### src/hdl/dfo_pkg.sv
// shared types and constants for the distance fade opacity block
`timescale 1ns / 1ps
`default_nettype none

package dfo_pkg;

   // fixed field widths
   localparam int AXIS_W     = 16;
   localparam int AXIS_FRAC  = 14;
   localparam int START_W    = 23;
   localparam int FADE_W     = 24;
   localparam int MASK_W     = 64;
   localparam int AXIS_PKD_W = 3 * AXIS_W;

   // radial path: magnitude clamp at 2^24, squares and their sum
   localparam int RMAG_W  = 25;
   localparam int SQR_W   = 2 * RMAG_W;
   localparam int SUMSQ_W = SQR_W + 2;

   // distance limit squared fits 46 bits, so the root has 23 bits
   localparam int SQ_BITS = 23;
   localparam int SQ_IN_W = 2 * SQ_BITS;
   localparam int FSQ_W   = 2 * START_W;

   // divider operand width: end minus start in axis units
   localparam int DEN_W = START_W + AXIS_FRAC + 1;

   // configuration port
   localparam int CSR_IDX_W  = 3;
   localparam int CSR_DATA_W = 64;

   typedef logic [CSR_IDX_W-1:0] csr_idx_type;

   localparam csr_idx_type CSR_COVER_X   = 3'd0;
   localparam csr_idx_type CSR_COVER_Y   = 3'd1;
   localparam csr_idx_type CSR_COVER_Z   = 3'd2;
   localparam csr_idx_type CSR_AXIS      = 3'd3;
   localparam csr_idx_type CSR_START     = 3'd4;
   localparam csr_idx_type CSR_END       = 3'd5;
   localparam csr_idx_type CSR_ROOM_MASK = 3'd6;

   // decision flags that ride along with each beat
   typedef struct packed {
      logic hidden;
      logic opaque;
      logic zero;
      logic full;
   } flags_type;

endpackage

`default_nettype wire

### src/hdl/dfo_div_pipe.sv
// pipelined restoring divider: floor(amax * num / den) for num below den
`timescale 1ns / 1ps
`default_nettype none

module dfo_div_pipe
   import dfo_pkg::*;
#(
   parameter int ALPHA_BITS = 8
) (
   input  wire logic                  clock,
   input  wire logic                  reset,
   input  wire logic                  advance,
   input  wire logic                  in_valid,
   input  wire flags_type             in_flags,
   input  wire logic [DEN_W-1:0]      in_num,
   input  wire logic [DEN_W-1:0]      in_den,
   output logic                       out_valid,
   output flags_type                  out_flags,
   output logic [ALPHA_BITS-1:0]      out_quot
);

   localparam int N_W = DEN_W + ALPHA_BITS;

   // scaled numerator stage
   logic            n_valid_ff;
   flags_type       n_flags_ff;
   logic [N_W-1:0]  n_ff;
   logic [N_W-1:0]  n_in;
   logic [DEN_W-1:0] n_den_ff;

   // one quotient bit per stage
   logic                  dv_valid_ff [ALPHA_BITS];
   flags_type             dv_flags_ff [ALPHA_BITS];
   logic [N_W-1:0]        dv_n_ff     [ALPHA_BITS];
   logic [DEN_W-1:0]      dv_den_ff   [ALPHA_BITS];
   logic [DEN_W-1:0]      dv_rem_ff   [ALPHA_BITS];
   logic [ALPHA_BITS-1:0] dv_quot_ff  [ALPHA_BITS];

   logic                  dv_valid_in [ALPHA_BITS];
   flags_type             dv_flags_in [ALPHA_BITS];
   logic [N_W-1:0]        dv_n_in     [ALPHA_BITS];
   logic [DEN_W-1:0]      dv_den_in   [ALPHA_BITS];
   logic [DEN_W-1:0]      dv_rem_in   [ALPHA_BITS];
   logic [ALPHA_BITS-1:0] dv_quot_in  [ALPHA_BITS];

   // amax * num as shift and subtract
   assign n_in = (N_W'(in_num) << ALPHA_BITS) - N_W'(in_num);

   always_ff @(posedge clock) begin
      if (reset) begin
         n_valid_ff <= 1'b0;
      end else if (advance) begin
         n_valid_ff <= in_valid;
      end
   end

   always_ff @(posedge clock) begin
      if (advance) begin
         n_flags_ff <= in_flags;
         n_ff       <= n_in;
         n_den_ff   <= in_den;
      end
   end

   // division steps
   always_comb begin
      logic [DEN_W-1:0]      rem_p;
      logic [ALPHA_BITS-1:0] quot_p;
      logic [DEN_W:0]        rem_sh;
      logic [DEN_W:0]        diff;
      for (int k = 0; k < ALPHA_BITS; k++) begin
         if (k == 0) begin
            dv_valid_in[k] = n_valid_ff;
            dv_flags_in[k] = n_flags_ff;
            dv_n_in[k]     = n_ff;
            dv_den_in[k]   = n_den_ff;
            rem_p          = n_ff[N_W-1:ALPHA_BITS];
            quot_p         = '0;
         end else begin
            dv_valid_in[k] = dv_valid_ff[k-1];
            dv_flags_in[k] = dv_flags_ff[k-1];
            dv_n_in[k]     = dv_n_ff[k-1];
            dv_den_in[k]   = dv_den_ff[k-1];
            rem_p          = dv_rem_ff[k-1];
            quot_p         = dv_quot_ff[k-1];
         end
         rem_sh = {rem_p, dv_n_in[k][ALPHA_BITS-1-k]};
         diff   = rem_sh - {1'b0, dv_den_in[k]};
         if (rem_sh >= {1'b0, dv_den_in[k]}) begin
            dv_rem_in[k]  = diff[DEN_W-1:0];
            dv_quot_in[k] = {quot_p[ALPHA_BITS-2:0], 1'b1};
         end else begin
            dv_rem_in[k]  = rem_sh[DEN_W-1:0];
            dv_quot_in[k] = {quot_p[ALPHA_BITS-2:0], 1'b0};
         end
      end
   end

   always_ff @(posedge clock) begin
      if (reset) begin
         for (int k = 0; k < ALPHA_BITS; k++) begin
            dv_valid_ff[k] <= 1'b0;
         end
      end else if (advance) begin
         for (int k = 0; k < ALPHA_BITS; k++) begin
            dv_valid_ff[k] <= dv_valid_in[k];
         end
      end
   end

   always_ff @(posedge clock) begin
      if (advance) begin
         for (int k = 0; k < ALPHA_BITS; k++) begin
            dv_flags_ff[k] <= dv_flags_in[k];
            dv_n_ff[k]     <= dv_n_in[k];
            dv_den_ff[k]   <= dv_den_in[k];
            dv_rem_ff[k]   <= dv_rem_in[k];
            dv_quot_ff[k]  <= dv_quot_in[k];
         end
      end
   end

   assign out_valid = dv_valid_ff[ALPHA_BITS-1];
   assign out_flags = dv_flags_ff[ALPHA_BITS-1];
   assign out_quot  = dv_quot_ff[ALPHA_BITS-1];

endmodule

`default_nettype wire
### config.mk
export PLATFORM = sky130hd
export DESIGN_NAME = dfo_div_pipe
export DESIGN_NICKNAME = d
export VERILOG_FILES = /design/src/hdl/dfo_pkg.sv /design/src/hdl/dfo_div_pipe.sv
export SDC_FILE = /design/constraint.sdc
export NUM_CORES = 1
export LEC_CHECK = 0
export BUFFER_PORTS_ARGS = -buffer_cell sky130_fd_sc_hd__buf_4
export CAP_MARGIN = 20
export CELL_PAD_IN_SITES_DETAIL_PLACEMENT = 0
export CELL_PAD_IN_SITES_GLOBAL_PLACEMENT = 1
export CORE_MARGIN = 10
export CORE_UTILIZATION = 52
export DETAILED_ROUTE_END_ITERATION = 16
export PLACE_DENSITY_LB_ADDON = 0.15
export SLEW_MARGIN = 20
export SYNTH_ARGS = -nofsm -noshare
export SYNTH_HDL_FRONTEND = slang
export SYNTH_SLANG_ARGS = --single-unit
export TNS_END_PERCENT = 50
### constraint.sdc
create_clock -name clock -period 4.1 [get_ports clock]
set_clock_uncertainty 0.2 [all_clocks]
set_input_delay 1.025 -clock clock [delete_from_list [all_inputs] [get_ports clock]]
set_output_delay 1.025 -clock clock [all_outputs]
set_load 0.005 [all_outputs]
==> results of run 1 <==
## how the worst min path moves through the flow
stage | end | slack, ns | start
floorplan | dv_flags_ff[0][0] | 0.20 | dv_flags_in[28]
global placement | dv_flags_ff[0][15] | 0.20 | dv_flags_ff[0][11]
detailed placement | dv_flags_ff[0][15] | 0.20 | dv_flags_ff[0][11]
CTS | dv_quot_ff[1][9] | 0.21 | dv_quot_ff[1][0]
global route | dv_quot_ff[1][9] | 0.22 | dv_quot_ff[1][0]
finish | dv_flags_ff[1][12] | 0.21 | dv_flags_ff[1][8]
## routing by layer
metal  up-vias  part of all wire (%)
li1      15380                     -
met1     13920                    43
met2       485                    50
met3       160                   3.1
met4         0                   3.7
met5         -                     0
## where the power goes
part	total (mW)	switching [mW]	internal (mW)
clock network	6.66	2.77	3.90
logic	16.0	8.76	7.22
registers	11.7	0.953	10.7
total	34.3	12.5	21.8
## worst register-to-register path, stage by stage (launching register included)
cell and delay [ns]:
edfxtp_1 0.42, ha_1 0.43, a2111o_1 0.50, a31o_2 0.27
a21oi_1 0.34, nand2b_1 0.16, nand3_1 0.20, buf_4 0.22
a21oi_1 0.30, a31oi_1 0.17, mux2i_1 0.15, o21ai_0 0.27
## stage by stage
step / std cells / cell area (µm²) / power (mW) / utilization, % / setup WS (ns)
after floorplan: 4081 / 43730 / 23.29 / - / 0.4149
after global routing: 5420 / 49090 / 36.79 / 58.75 / 0.02656
after detailed placement: 5286 / 46670 / 27.59 / 55.86 / -0.2796
final: 5420 / 49090 / 34.31 / 58.75 / 0.2774
after CTS: 5420 / 49090 / 34.45 / 58.75 / 0.2024
after global placement: 5286 / 46670 / 27.55 / 55.86 / -0.2038
## cell families (layout without fill, tap and decap cells)
| group | after synthesis | in the layout |
|---|---|---|
| flops | 725 | 725 |
| xor+xnor | 261 | 261 |
| simple gates | 931 | 931 |
| fa+ha+maj | 342 | 342 |
| buf+inv | 560 | 819 |
| mux | 134 | 134 |
| compound gates | 1128 | 1128 |
## registers in the layout, indices dropped and copies added, names as in the netlist
name	cells
n_valid_ff	1
dv_flags_in	4
dv_den_ff	266
n_ff	46
dv_flags_ff	32
dv_valid_ff	8
dv_quot_ff	36
n_den_ff	38
dv_n_ff	28
dv_rem_ff	266
## cell usage in the layout, fill, tap and decap left out, drive strengths merged, types with 11 or more instances in the layout
cell,count
a21oi,374
nand2,272
nor3,57
o21ai,225
clkinv,32
a211oi,35
nor4,16
a31o,15
nand2b,34
and3,29
nor2,234
a311oi,15
or3,16
xnor2,162
o211ai,22
nand3,74
and4,11
a21o,177
o31ai,21
o21bai,44
edfxtp,724
inv,425
nand4,71
o21a,44
or2,15
mux2,125
a2111oi,13
xor2,99
buf,263
ha,335
nor2b,55
clkbuf,90
a31oi,43
and2,20
## area by class of cell
cell class	count	area share, %
Inverter	422	3.227
Multi-Input combinational cell	2796	40.35
Tap cell	1080	2.753
Timing Repair Buffer	263	4.420
Clock inverter	44	0.7188
Clock buffer	90	4.198
Sequential cell	725	44.33
==> impl_metrics.env, run 1 <==
export IMPL_outcome="finished clean"
export IMPL_die_w_um=310.0
export IMPL_muxShareOfSynthArea_pct=3.451
export IMPL_r2r_cells=11
export IMPL_maxSlewViolCount=0
export IMPL_yosysUniqueCellTypes=85
export IMPL_overflow=0
export IMPL_yosysMostFrequentCell="edfxtp_1"
export IMPL_grt_use_met3_pct=2.746
export IMPL_max_freq_mhz=261.6
export IMPL_path_buf_inv=1
export IMPL_cts_resized=0
export IMPL_critPathArrivalTime_ns=4.05
export IMPL_ys_ff_latch=725
export IMPL_first_iter_violations=1439
export IMPL_synth_adder_area_share_pct=9.906
export IMPL_areaGrowthSynthToFinish_pct=12.25
export IMPL_fin_crit_ns=3.823
export IMPL_synth_seq_area_share_pct=49.76
export IMPL_fin_nets=4713
export IMPL_synthesis_area_mm2=0.04373
export IMPL_path_depth=11
export IMPL_grt_antenna_before_repair=2
export IMPL_syn_num_nets=4507
export IMPL_drt_drc_violations_left=0
export IMPL_hold_worst_slack_ns=0.2094
export IMPL_drt_first_pass_iters=5
export IMPL_hold_buffers=0
export IMPL_setup_tns_ns=0
export IMPL_hp_class="reg -> reg"
export IMPL_clk_latency_ns=0.63
export IMPL_rr_startpoint="n_ff[11]"
export IMPL_max_vdd_ir_drop_v=0.0003360
export IMPL_die_area_mm2=0.09609
export IMPL_yosys_area_share_simple_pct=10.25
export IMPL_cts_tree="yes"
export IMPL_cp_required_ns=4.33
export IMPL_ff2ff_setup_slack_ns=0.28
export IMPL_ios=97
export IMPL_synth_async_sr_flop_share_pct=0
export IMPL_place_gp_congestion=0.9134
export IMPL_cp_slowest_stage_delay_ns=0.50
export IMPL_synthFlopType="edfxtp_1"
export IMPL_nFillCells=7245
export IMPL_portBuffers=96
export IMPL_clkTransAtPathRegs_ns=0.06
export IMPL_yosysTopAreaCellShare_pct=49.72
export IMPL_cts_max_level=3
export IMPL_met2_usage_pct=36.77
export IMPL_cpMaxStageDelayCell="a2111o_1"
export IMPL_die_y_um=310.0
export IMPL_yosysTopAreaCell="edfxtp_1"
export IMPL_ys_warn_count=0
export IMPL_critical_path_top_delay_family="compound AO/OA/AOI/OAI gates"
export IMPL_holdPathStages=0
export IMPL_synth_area_leaders="edfxtp_1 (50%), ha_1 (9.6%), a21oi_1 (4.3%)"
export IMPL_critPathLaunch="n_ff[11]"
export IMPL_rsz0062_at_grt="no"
export IMPL_core_area_mm2=0.08356
export IMPL_worstMarginPinSlew_ns=0.8636
export IMPL_p_per_area_mw_per_mm2=698.9
export IMPL_cts_setup_buffers=0
export IMPL_cap_violations=0
export IMPL_cts_buffer_depth=3
export IMPL_numCtsBuffers=79
export IMPL_vias_per_cell=5.526
export IMPL_regArea_mm2=0.02176
export IMPL_grt_usage_pct=20.21
export IMPL_synth_avg_cell_area_um2=10.72
export IMPL_drtAntennaViolNets=0
export IMPL_initial_utilization_pct=52.34
export IMPL_multi_input_area_mm2=0.01981
export IMPL_antennaDiodeCount=0
export IMPL_core_rowCount=106
export IMPL_cp_max_fo=8
export IMPL_start_kind="flop"
export IMPL_crit_top_cell="a21oi_1"
export IMPL_synth_top_family_by_area="compound AO/OA/AOI/OAI gates"
export IMPL_cts_root_buf="clkbuf_16"
export IMPL_wire_per_inst_um=18.05
export IMPL_synth_cells=4081
export IMPL_first_global_vias=30100
export IMPL_routed_via_count=29950
export IMPL_synth_xor_area_share_pct=5.227
export IMPL_timing_rr_end="dv_rem_ff[0][36]"
export IMPL_grt_pass1_wl_um=155800
export IMPL_finalCritPeriodShare_pct=93.23
export IMPL_grt_max_degree=85
export IMPL_hold_viol=0
export IMPL_worstSetupEndpointType="flop"
export IMPL_synth_edff_count=724
export IMPL_dp_hpwl_um=77600
export IMPL_wl_um=97810
export IMPL_critPathKind="reg -> reg"
export IMPL_max_slew_margin_rel_pct=41.67
export IMPL_globalRouteMet1Util_pct=23.95
export IMPL_endpoint="dv_rem_ff[0][36]"
export IMPL_finalSetupViolCount=0
export IMPL_crit_chain="ha_1 -> a2111o_1 -> a31o_2 -> a21oi_1 -> nand2b_1 -> nand3_1 -> buf_4 -> a21oi_1 -> a31oi_1 -> mux2i_1 -> o21ai_0"
export IMPL_synthTopCellsByCount="edfxtp_1 (724), inv_1 (421), a21oi_1 (374)"
export IMPL_grt_busiest_layer="met2"
export IMPL_drive_gt1_share_pct=12.47
export IMPL_leakagePower_nw=20.54
export IMPL_clock_sinks=725
export IMPL_synth_compound_area_share_pct=16.37
No activity file was read; power rests on OpenSTA's default activity.
==> run 2, diff against run 1 <==
- CORE_ASPECT_RATIO: default -> 1.25
- SETUP_SLACK_MARGIN: default -> 0.4
==> impl_metrics.env, run 2 (synthesized netlist as in run 1, its figures left out) <==
export IMPL_outcome="finished clean"
export IMPL_first_global_vias=31620
export IMPL_finalSetupViolCount=0
export IMPL_layout_setup_ws_ns=0.3123
export IMPL_holdPathEnd="dv_n_ff[1][5]"
export IMPL_cts_tree="yes"
export IMPL_antennaDiodeCount=0
export IMPL_cts_max_level=3
export IMPL_clk_latency_ns=0.63
export IMPL_place_ws_ns=-0.3039
export IMPL_cp_required_ns=4.27
export IMPL_total_power_mw=35.69
export IMPL_vias_per_cell=5.541
export IMPL_portBuffers=96
export IMPL_drive_gt1_share_pct=16.70
export IMPL_clkTransAtPathRegs_ns=0.06
export IMPL_areaGrowthSynthToFinish_pct=15.85
export IMPL_min_from="dv_n_ff[0][5]"
export IMPL_seqPwrFrac_pct=32.6
export IMPL_core_rowCount=118
export IMPL_die_w_um=279.4
export IMPL_power_switching_share_pct=36.51
export IMPL_p_int_mw=22.66
export IMPL_hold_viol=0
export IMPL_grt_antenna_before_repair=0
export IMPL_power_frac_clock_pct=19.1
export IMPL_numCtsBuffers=78
export IMPL_cp_slowest_stage_delay_ns=0.40
export IMPL_holdPathStages=0
export IMPL_grt_usage_pct=21.03
export IMPL_fin_cells=5542
export IMPL_layout_commonest_cell="edfxtp_1"
export IMPL_overflow=0
export IMPL_wl_um=103800
export IMPL_drtAntennaViolNets=0
export IMPL_crit_top_cell="buf_4"
export IMPL_core_area_mm2=0.08312
export IMPL_cpMaxStageDelayCell="edfxtp_1"
export IMPL_die_y_um=344.2
export IMPL_finalCritPeriodShare_pct=92.38
export IMPL_place_gp_congestion=0.9032
export IMPL_dp_hpwl_um=81650
export IMPL_fin_crit_ns=3.788
export IMPL_max_vdd_ir_drop_v=0.0003429
export IMPL_hp_class="reg -> reg"
export IMPL_routed_via_count=30710
export IMPL_p_per_area_mw_per_mm2=704.5
export IMPL_cap_violations=0
export IMPL_first_iter_violations=1418
export IMPL_drt_drc_violations_left=0
export IMPL_die_area_mm2=0.09617
export IMPL_fin_nets=4829
export IMPL_top_regs="dv_den_ff (266), dv_rem_ff (266), n_ff (46)"
export IMPL_power_switching_mw=13.03
export IMPL_wire_per_inst_um=18.74
export IMPL_maxSlewViolCount=0
export IMPL_ios=97
export IMPL_clock_sinks=725
export IMPL_start_kind="flop"
export IMPL_critPathKind="reg -> reg"
export IMPL_final_cell_mix="edfxtp_1 (724), inv_1 (417), a21oi_1 (355)"
export IMPL_cts_root_buf="clkbuf_16"
export IMPL_rsz0062_at_grt="yes"
export IMPL_timing_rr_end="dv_rem_ff[1][37]"
export IMPL_cts_buffer_depth=3
export IMPL_ff2ff_setup_slack_ns=0.31
export IMPL_rr_startpoint="dv_den_ff[0][13]"
export IMPL_initial_utilization_pct=52.61
export IMPL_drt_first_pass_iters=5
export IMPL_final_util_pct=60.95
export IMPL_worstMarginPinSlew_ns=0.7012
export IMPL_r2r_cells=15
export IMPL_grt_max_degree=81
export IMPL_cp_max_fo=7
export IMPL_leakagePower_nw=21.27
export IMPL_pwr_share_comb_pct=48.3
export IMPL_dp_cells=5360
export IMPL_worstSetupEndpointType="flop"
export IMPL_max_slew_margin_rel_pct=52.59
export IMPL_grt_pass1_wl_um=161000
export IMPL_max_freq_mhz=264.0
export IMPL_crit_chain="inv_1 -> ha_4 -> buf_4 -> nand3_1 -> nand2_1 -> or3_4 -> a2111oi_4 -> o31ai_1 -> buf_4 -> o21bai_4 -> a2111oi_4 -> buf_4 -> or2_4 -> clkbuf_16 -> mux2_2"
export IMPL_hold_buffers=0
export IMPL_critPathArrivalTime_ns=3.96
[run 2: worst max-delay path by stage]
stage / slack, ns / start / cells after the start / end
6_report: 0.31 / dv_den_ff[0][13] / 15 / dv_rem_ff[1][37]
5_1_grt: 0.19 / dv_den_ff[0][13] / 15 / dv_rem_ff[1][33]
4_1_cts: 0.30 / dv_n_ff[1][5] / 14 / dv_rem_ff[2][34]
3_5_place_dp: -0.30 / in_num[14] / 13 / n_ff[39]
3_3_place_gp: -0.27 / in_num[4] / 12 / n_ff[39]
2_1_floorplan: 0.41 / in_num[14] / 11 / n_ff[39]
[run 2: layout make-up]
type	instances	area, µm²
clock inverter	48	421.7
multi-input combinational	2796	20250
timing repair buffer	380	3238
tap	1080	1351
sequential	725	21760
inverter	422	1584
fill	7004	32460
clock buffer	91	2053
[run 2: repair_timing]
action,4_1_cts,5_1_grt
pin swaps,9,40
resized for setup,28,79
cloned,0,10
setup endpoints to repair,147,219
buffers inserted,4,29
[run 2: critical path, delay by kind of cell (launching register included)]
kind	cells	cell delay [ns]
multiplexers	1	0.29
AO/OA/AOI/OAI	4	0.72
flip-flops	1	0.40
buffers and inverters	5	0.78
AND/OR/NAND/NOR	4	0.90
adder cells (fa/ha/maj)	1	0.22
[run 2: power groups by stage]
| stage | Clock, mW | Sequential (mW) | Combinational (mW) |
|---|---|---|---|
| floorplan | 0 | 11.4 | 11.9 |
| global placement | 0 | 11.8 | 16.2 |
| detailed placement | 0 | 11.8 | 16.3 |
| CTS | 7.00 | 11.6 | 16.5 |
| global route | 7.28 | 11.8 | 19.1 |
| finish | 6.81 | 11.6 | 17.3 |
[run 2: layer usage]
metal  wire length (µm)  vias to the layer above  GRT usage (%)  share of wire, %
li1                   -                    15610              -                 -
met1              38730                    14280          21.46                37
met2              54890                      534          40.12                53
met3               2909                      278          2.752               2.8
met4               7302                        0          13.11               7.0
met5                  0                        -              0                 0
[run 2: per-stage QoR]
stage / area, µm² / setup TNS (ns) / hold WS, ns
6_report: 50660 / 0 / 0.2159
5_1_grt: 50660 / 0 / 0.2081
4_1_cts: 49890 / 0 / 0.2086
3_5_place_dp: 47260 / -0.8848 / 0.2045
3_3_place_gp: 47260 / -0.6148 / 0.2001
2_1_floorplan: 43730 / 0 / 0.2003
==> run 3, diff against run 2 <==
- SETUP_SLACK_MARGIN: 0.4 -> default
==> impl_metrics.env, run 3 (synthesized netlist as in run 1, its figures left out) <==
export IMPL_hp_class="reg -> reg"
export IMPL_place_area_mm2=0.04726
export IMPL_critPathArrivalTime_ns=4.11
export IMPL_max_slew_margin_rel_pct=39.80
export IMPL_clk_latency_ns=0.63
export IMPL_grt_antenna_before_repair=0
export IMPL_dp_hpwl_um=81650
export IMPL_cts_max_level=3
export IMPL_hold_viol=0
export IMPL_die_area_mm2=0.09617
export IMPL_finalCritPeriodShare_pct=95.86
export IMPL_antennaDiodeCount=0
export IMPL_grt_pass1_wl_um=160700
export IMPL_worstMarginPinSlew_ns=0.8913
export IMPL_wire_per_inst_um=18.35
export IMPL_ff2ff_setup_slack_ns=0.17
export IMPL_drive_gt1_share_pct=14.21
export IMPL_wl_um=100900
export IMPL_nFillCells=7093
export IMPL_drtAntennaViolNets=0
export IMPL_outcome="finished clean"
export IMPL_cts_tree="yes"
export IMPL_timing_rr_end="dv_rem_ff[5][36]"
export IMPL_final_util_pct=59.87
export IMPL_hold_buffers=0
export IMPL_overflow=0
export IMPL_fin_cells=5499
export IMPL_top_regs="dv_den_ff (266), dv_rem_ff (266), n_ff (46)"
export IMPL_worstSetupEndpointType="flop"
export IMPL_ios=97
export IMPL_initial_utilization_pct=52.61
export IMPL_leakagePower_nw=20.94
export IMPL_die_w_um=279.4
export IMPL_maxSlewViolCount=0
export IMPL_place_gp_congestion=0.9032
export IMPL_cap_violations=0
export IMPL_portBuffers=96
export IMPL_cts_setup_buffers=0
export IMPL_regArea_mm2=0.02176
export IMPL_cp_required_ns=4.28
export IMPL_drt_drc_violations_left=0
export IMPL_layout_commonest_cell="edfxtp_1"
export IMPL_dp_cells=5360
export IMPL_first_global_vias=31540
export IMPL_rsz0062_at_grt="no"
export IMPL_core_rowCount=118
export IMPL_multi_input_area_mm2=0.01985
export IMPL_grt_max_degree=81
export IMPL_max_freq_mhz=254.4
export IMPL_fin_crit_ns=3.930
export IMPL_areaGrowthSynthToFinish_pct=13.81
export IMPL_first_iter_violations=1374
export IMPL_cts_buffer_depth=3
export IMPL_core_area_mm2=0.08312
export IMPL_start_kind="flop"
export IMPL_p_per_area_mw_per_mm2=699.4
export IMPL_min_from="dv_n_ff[0][5]"
export IMPL_routed_via_count=30400
export IMPL_r2r_cells=14
export IMPL_cp_max_fo=3
export IMPL_clock_sinks=725
export IMPL_drt_first_pass_iters=5
export IMPL_numCtsBuffers=78
export IMPL_clkTransAtPathRegs_ns=0.06
export IMPL_hold_worst_slack_ns=0.2161
export IMPL_final_cell_mix="edfxtp_1 (724), inv_1 (421), a21oi_1 (373)"
export IMPL_layout_setup_ws_ns=0.1698
export IMPL_place_ws_ns=-0.3039
export IMPL_die_y_um=344.2
export IMPL_fin_nets=4786
export IMPL_max_vdd_ir_drop_v=0.0003436
export IMPL_cts_root_buf="clkbuf_16"
export IMPL_critPathLaunch="dv_den_ff[4][0]"
export IMPL_critPathKind="reg -> reg"
export IMPL_endpoint="dv_rem_ff[5][36]"
export IMPL_grt_usage_pct=20.99
export IMPL_design_area_mm2=0.04977
export IMPL_finalSetupViolCount=0
export IMPL_vias_per_cell=5.529
export IMPL_rr_startpoint="dv_den_ff[4][0]"
run 3: area by class of cell:
type                    instances  share of cell area, %
well taps                    1080                  2.715
inverters                     422                  3.183
clock inverters                48                 0.8473
multi-input cells            2796                  39.88
clock buffers                  91                  4.126
flip-flops and latches        725                  43.73
repair buffers                337                  5.526
run 3: power by group:
| group | leakage, nW | total, mW | switching (mW) | internal [mW] |
|---|---|---|---|---|
| sequential | 7.09 | 11.6 | 0.908 | 10.7 |
| clock | 1.21 | 6.79 | 2.83 | 3.97 |
| combinational | 12.6 | 16.4 | 8.92 | 7.48 |
| total | 20.9 | 34.8 | 12.7 | 22.2 |
run 3: layer usage:
layer  track usage, %  routed length [µm]  vias to the layer above
li1                 -                   -                    15530
met1            21.47               38410                    14080
met2            39.95               52930                      540
met3            2.752                2961                      258
met4            13.17                6607                        0
met5                0                   0                        -
run 3: stage by stage:
step / total power, mW / setup TNS (ns)
floorplan: 23.29 / 0
global placement: 27.93 / -0.6148
detailed placement: 28.02 / -0.8848
CTS: 34.99 / 0
global route: 37.32 / 0
finish: 34.81 / 0
run 3: repair_timing:
item	in CTS	in global routing
hold endpoints to repair	0	0
setup endpoints to repair	0	10
resized for setup	0	6
run 3: critical path, cell delays in order (launching register included):
cell and delay (ns):
edfxtp_1 0.39, ha_1 0.22, inv_1 0.06, fa_1 0.20
a21o_1 0.15, a311o_1 0.20, a211oi_1 0.10, buf_4 0.16
o21ai_0 0.48, a21oi_1 0.17, buf_4 0.18, o41ai_1 0.72
nor3_1 0.11, a41oi_1 0.22, a31oi_1 0.11
run 3: how the worst min path moves through the flow:
stage / end / slack, ns / cells after the start
floorplan: dv_flags_ff[0][0] / 0.20 / 0
CTS: dv_flags_ff[1][5] / 0.21 / 0
detailed placement: dv_flags_ff[0][3] / 0.20 / 0
global placement: dv_flags_ff[1][3] / 0.20 / 0
global route: dv_flags_ff[1][5] / 0.21 / 0
finish: dv_n_ff[1][5] / 0.22 / 0
